### src/rtl/wza_pkg.sv
// Shared constants, codes and helpers for the windowed z-score anomaly block.
package wza_pkg;

  // Defaults of the top-level parameters
  localparam int DEF_NUM_METRICS = 16;
  localparam int DEF_WINDOW      = 20;
  localparam int DEF_VALUE_BITS  = 32;

  // Operation codes
  localparam logic OP_RECORD = 1'b0;
  localparam logic OP_CHECK  = 1'b1;

  // Register indexes (paddr[2]) and reset values
  localparam logic       REG_MIN_HIST  = 1'b0;
  localparam logic       REG_THRESHOLD = 1'b1;
  localparam logic [4:0] MIN_HIST_RST  = 5'd5;
  localparam logic [9:0] THRESHOLD_RST = 10'd800;
  localparam int         APB_AW        = 3;

  // Score search range and scale factors
  localparam logic [9:0]  SCORE_MAX = 10'd1000;
  localparam int          SCALE_W   = 20;
  localparam logic [19:0] SCALE     = 20'd1000000;
  localparam int          K2_W      = 24;

  // Digit width of the shared shift-add multiplier
  localparam int MUL_DIG = 16;

  // 9*k^2 for a score candidate k
  function automatic logic [K2_W-1:0] k2_of(input logic [9:0] k);
    logic [19:0] sq;
    sq = k * k;
    return {1'b0, sq, 3'b000} + {4'b0000, sq};
  endfunction

endpackage

### src/rtl/wza_mul.sv
// Digit-serial multiplier: one 16-bit digit of b per cycle, truncated to A_W bits.
module wza_mul
  import wza_pkg::*;
#(
  parameter int A_W = 96,
  parameter int B_W = 37
) (
  input  logic           clk,
  input  logic           rst,
  input  logic           go,
  input  logic [A_W-1:0] a,
  input  logic [B_W-1:0] b,
  output logic           done,
  output logic [A_W-1:0] prod
);

  logic [A_W-1:0] a_sh;
  logic [B_W-1:0] b_sh;
  logic [B_W-1:0] b_rest;
  logic [A_W-1:0] part;
  logic           run;

  assign part   = A_W'(a_sh * b_sh[MUL_DIG-1:0]);
  assign b_rest = b_sh >> MUL_DIG;

  always_ff @(posedge clk) begin
    if (rst) begin
      run  <= 1'b0;
      done <= 1'b0;
    end else begin
      done <= 1'b0;
      if (go) begin
        a_sh <= a;
        b_sh <= b;
        prod <= '0;
        run  <= 1'b1;
      end else if (run) begin
        // add this digit's partial product, advance to the next digit
        prod <= prod + part;
        a_sh <= a_sh << MUL_DIG;
        b_sh <= b_rest;
        if (b_rest == '0) begin
          run  <= 1'b0;
          done <= 1'b1;
        end
      end
    end
  end

  a_done_after_run: assert property (@(posedge clk) disable iff (rst)
    done |-> $past(run))
    else $error("multiplier done without a running product");
  a_go_starts: assert property (@(posedge clk) disable iff (rst)
    go |=> run)
    else $error("multiplier did not start");
  a_run_ends: assert property (@(posedge clk) disable iff (rst)
    (run && !go) |=> (run || done))
    else $error("multiplier stopped without done");

endmodule

### config.mk
export PLATFORM = sky130hd
export DESIGN_NAME = wza_mul
export DESIGN_NICKNAME = d
export VERILOG_FILES = /design/src/rtl/wza_pkg.sv /design/src/rtl/wza_mul.sv
export SDC_FILE = /design/constraint.sdc
export NUM_CORES = 2
export LEC_CHECK = 0
export BUFFER_PORTS_ARGS = -buffer_cell sky130_fd_sc_hd__buf_4
export CAP_MARGIN = 15
export CORE_MARGIN = 5
export CORE_UTILIZATION = 44
export CTS_BUF_LIST = sky130_fd_sc_hd__clkbuf_4 sky130_fd_sc_hd__clkbuf_8 sky130_fd_sc_hd__clkbuf_16
export CTS_CLUSTER_DIAMETER = 60
export DETAILED_ROUTE_END_ITERATION = 8
export GPL_TIMING_DRIVEN = 0
export HOLD_SLACK_MARGIN = 0.02
export PLACE_DENSITY = 0.67
export SLEW_MARGIN = 20
export SYNTH_ARGS = -nofsm -noshare
export SYNTH_HDL_FRONTEND = slang
export SYNTH_SLANG_ARGS = --single-unit
### constraint.sdc
create_clock -name clk -period 13.41 [get_ports clk]
set_input_delay 2.682 -clock clk [delete_from_list [all_inputs] [get_ports clk]]
set_output_delay 2.682 -clock clk [all_outputs]
set_load 0.1 [all_outputs]
==> summary.txt <==
Layout
  • Share of cells above drive strength 1: 7.529%
  • Layout area overhead: 10.32%
  • Final Non-Filler Cells: 7994
  • Post-layout util: 48.76%
  • Layout Nets: 7878
  • Fillers: 11830

Worst setup path
  • CP endpoint kind: flip-flop
  • Critical-path top delay cell: clkbuf_1
  • Crit path required time: between 10000 and 15000 ps
  • CP Cell Sequence: clkbuf_1 -> clkbuf_1 -> clkbuf_1 -> nand2_1 -> fa_1 -> inv_1 -> fa_1 -> fa_1 -> fa_1 -> fa_1 -> inv_1 -> fa_1 -> inv_1 -> ha_1 -> clkbuf_1 -> nand4_1 -> nor3_2 -> o2111ai_1 -> a21oi_1 -> a21o_1 -> a41oi_1 -> xnor2_1 -> nor2_1
  • CP Launch Type: flip-flop
  • CP Class: flip-flop to flip-flop
  • Slowest stage delay, CP: 950 ps
  • Critical path data arrival time: between 10000 and 15000 ps
  • Crit Path Max Fanout: 10
  • Most used cell, CP: fa_1

Routing
  • Drt total wl: 194700 um
  • Final antenna-violating net count: 0
  • Initial DRC count: 3880
  • DRT Pass-1 Iters: 9
  • Drt wl/cell: 24.36 um
  • Vias after detailed routing: 42380
  • DR vias/cell: 5.302
  • DRC violations left: 0
  • Max Used Layer: met4
  • M1 wire length: ~72000 um
  • Routed wl met3: around 25000 um
  • Wire length on met2: approximately 85000 um

Synth
  • Synth Instances: 6024
  • Most instantiated cells after synthesis: 1647 x inv_1, 1294 x fa_1, 1151 x nand2_1
  • Synth Warn #: 0
  • Synth unique cells: 75
  • Top post-synthesis cells by area: fa_1 48%, edfxtp_1 13%, inv_1 11%, nand2_1 7.9%, and2_1 4.5%
  • Most common cell in the synthesized netlist: inv_1
  • Synth top area share: 47.53%
  • Sequential share of the synthesized area: 12.69%
  • Cell taking the most area after synthesis: fa_1
  • Cell Area, Synth: 0.05450 mm^2
  • Asr flop ratio synth: 0%
  • Syn Nets: around 7600
  • Avg Synthesized Cell Area: 9.047 um^2
  • Flops & latches, synth: roughly 230
  • Post-synth EDFFs: approximately 230
  • Primary FF master, synth: edfxtp_1

Placed design
  • Dpl cells: 7908
  • PortBufs: around 230
  • Detailed Place HPWL: ~160000 um
  • Placer Congestion: 1.001

STA
  • Fin. max-slew vios: 0
  • Setup tns final: 0 ps
  • Tmin final: 10710 ps
  • Rel. slew slack: 15.41%
  • Clock skew: 43.41 ps
  • F_max: 93.33 MHz
  • Least-Margin Pin Slew: 1269 ps
  • RSZ-0062 raised after global routing: false
  • Final setup violation count: 0
  • Hold Slack: 507.3 ps
  • Fin. Hold Viols: 0
  • Final Cycle Share: 79.90%

GRT
  • Total Routing Usage GR: slightly above 30%
  • Via count of the first global-routing pass: between 40000 and 50000
  • Antenna violations before repair: 11
  • Congestion Overflow GR: 0
  • Largest net degree at the start of global routing: 28
  • Global-route wire length before repair: 290800 um

Floorplanning
  • Row cnt: 129
  • Placeable core region: between 0.1 and 0.15 mm^2
  • Io pins: between 200 and 250
  • Die height: 361.9 um
  • Die area: approximately 0.13 mm^2
  • Initial Utilization: 44.19%
  • Die X-Extent: 361.9 um

Clock tree
  • TritonCTS buffer count: 42
  • CTS tree: yes
  • CTS sink count: approximately 230
  • Resized Gates After CTS: 0
  • Post-CTS Setup Repair Bufs: 0
  • CTS Buffer Depth: 3
  • Clk_lat worst skew: 670 ps
  • Cts hold-fix bufs: 0
  • Worst-path clk slew: 60 ps
  • Clock Tree Root: clkbuf_16
  • # H-tree levels: 2

Min path
  • Worst hold-check path type: flip-flop to flip-flop

Status
  • Status: complete, no violations

Job
  • Total of max-cap violations: 0
layout make-up:
class	count	area [um^2]	area share, %
Antenna cell	8	20.02	0.03330
Buffer	315	1219	2.027
Clock buffer	47	1106	1.840
Clock inverter	30	312.8	0.5203
Inverter	1647	6182	10.28
Multi-Input combinational cell	3831	40230	66.91
Sequential cell	231	6917	11.50
Tap cell	1637	2048	3.407
Timing Repair Buffer	248	2088	3.473
sequential cells by signal, summed over array words and instances (netlist names):
signal,cells
run,1
a_sh,96
b_sh,37
prod,96
done,1
cell usage in the layout (no fill, tap or decap), types with 8 or more instances in the layout:
cell / Yosys / routed
clkbuf_1: 294 / 277
nor2_1: 143 / 142
xor2_1: 33 / 33
nand4_1: 33 / 33
clkbuf_16: 0 / 43
diode_2: 0 / 8
o21ai_0: 60 / 59
buf_4: 0 / 233
o21bai_1: 13 / 13
a21oi_1: 121 / 121
ha_1: 132 / 132
clkbuf_2: 1 / 18
and2_1: 396 / 396
nand2b_1: 10 / 10
mux2_2: 101 / 101
nand2_1: 1151 / 1151
nor2b_1: 20 / 20
buf_1: 9 / 9
o21ai_1: 11 / 12
a21o_1: 58 / 58
o21a_1: 19 / 19
nand3_1: 16 / 16
inv_1: 1647 / 1647
buf_2: 11 / 11
and3_1: 9 / 9
nor3_1: 23 / 22
edfxtp_1: 229 / 229
xnor2_1: 74 / 74
a31oi_1: 12 / 12
fa_1: 1294 / 1294
metrics by stage:
| stage | setup WS (ps) | cell area [um^2] |
|---|---|---|
| final | 2695 | 60120 |
| after global routing | 2444 | 60100 |
| after CTS | 2864 | 60080 |
| after detailed placement | 2887 | 58670 |
| after global placement | -1679 | 58290 |
| after floorplan | 3671 | 54500 |
cells by family (layout without fill, tap and decap cells):
family / after synthesis / count (layout) / synth area share, %
muxes: 104 / 104 / 2.149
buffers and inverters: 1962 / 2287 / 13.54
adders and majority gates: 1426 / 1426 / 50.56
other: 0 / 8 / 0
xor gates and xnor gates: 107 / 107 / 1.720
AOI/OAI and AO/OA: 354 / 354 / 4.100
and+or+nand+nor: 1840 / 1840 / 15.23
DFF: 231 / 231 / 12.69
critical path, delay by kind of cell, from the launching register on:
family,cells,cell delay (ps)
buf+inv,7,2800
fa+ha+maj,7,3280
xor+xnor,1,280
compound gates,4,2300
flops,1,320
simple gates,4,1450
final timing paths:
check,from,to,slack [ps],cells after the start
max reg2reg,b_sh[7]$_DFFE_PP_,prod[95]$_SDFFCE_PP0P_,2700,23
min,run$_SDFF_PP0_,done$_SDFF_PP0_,510,1
min reg2reg,run$_SDFF_PP0_,done$_SDFF_PP0_,510,1
max,b_sh[7]$_DFFE_PP_,prod[95]$_SDFFCE_PP0P_,2700,23
metal layers:
metal	GRT usage, %	up-vias
li1	-	17920
met1	38.71	21680
met2	45.85	2319
met3	10.33	468
met4	14.86	0
met5	0	-
Power is left out: the tool's default activity adds up to more than one toggle a clock period on the data nets, which glitch-free logic cannot reach.
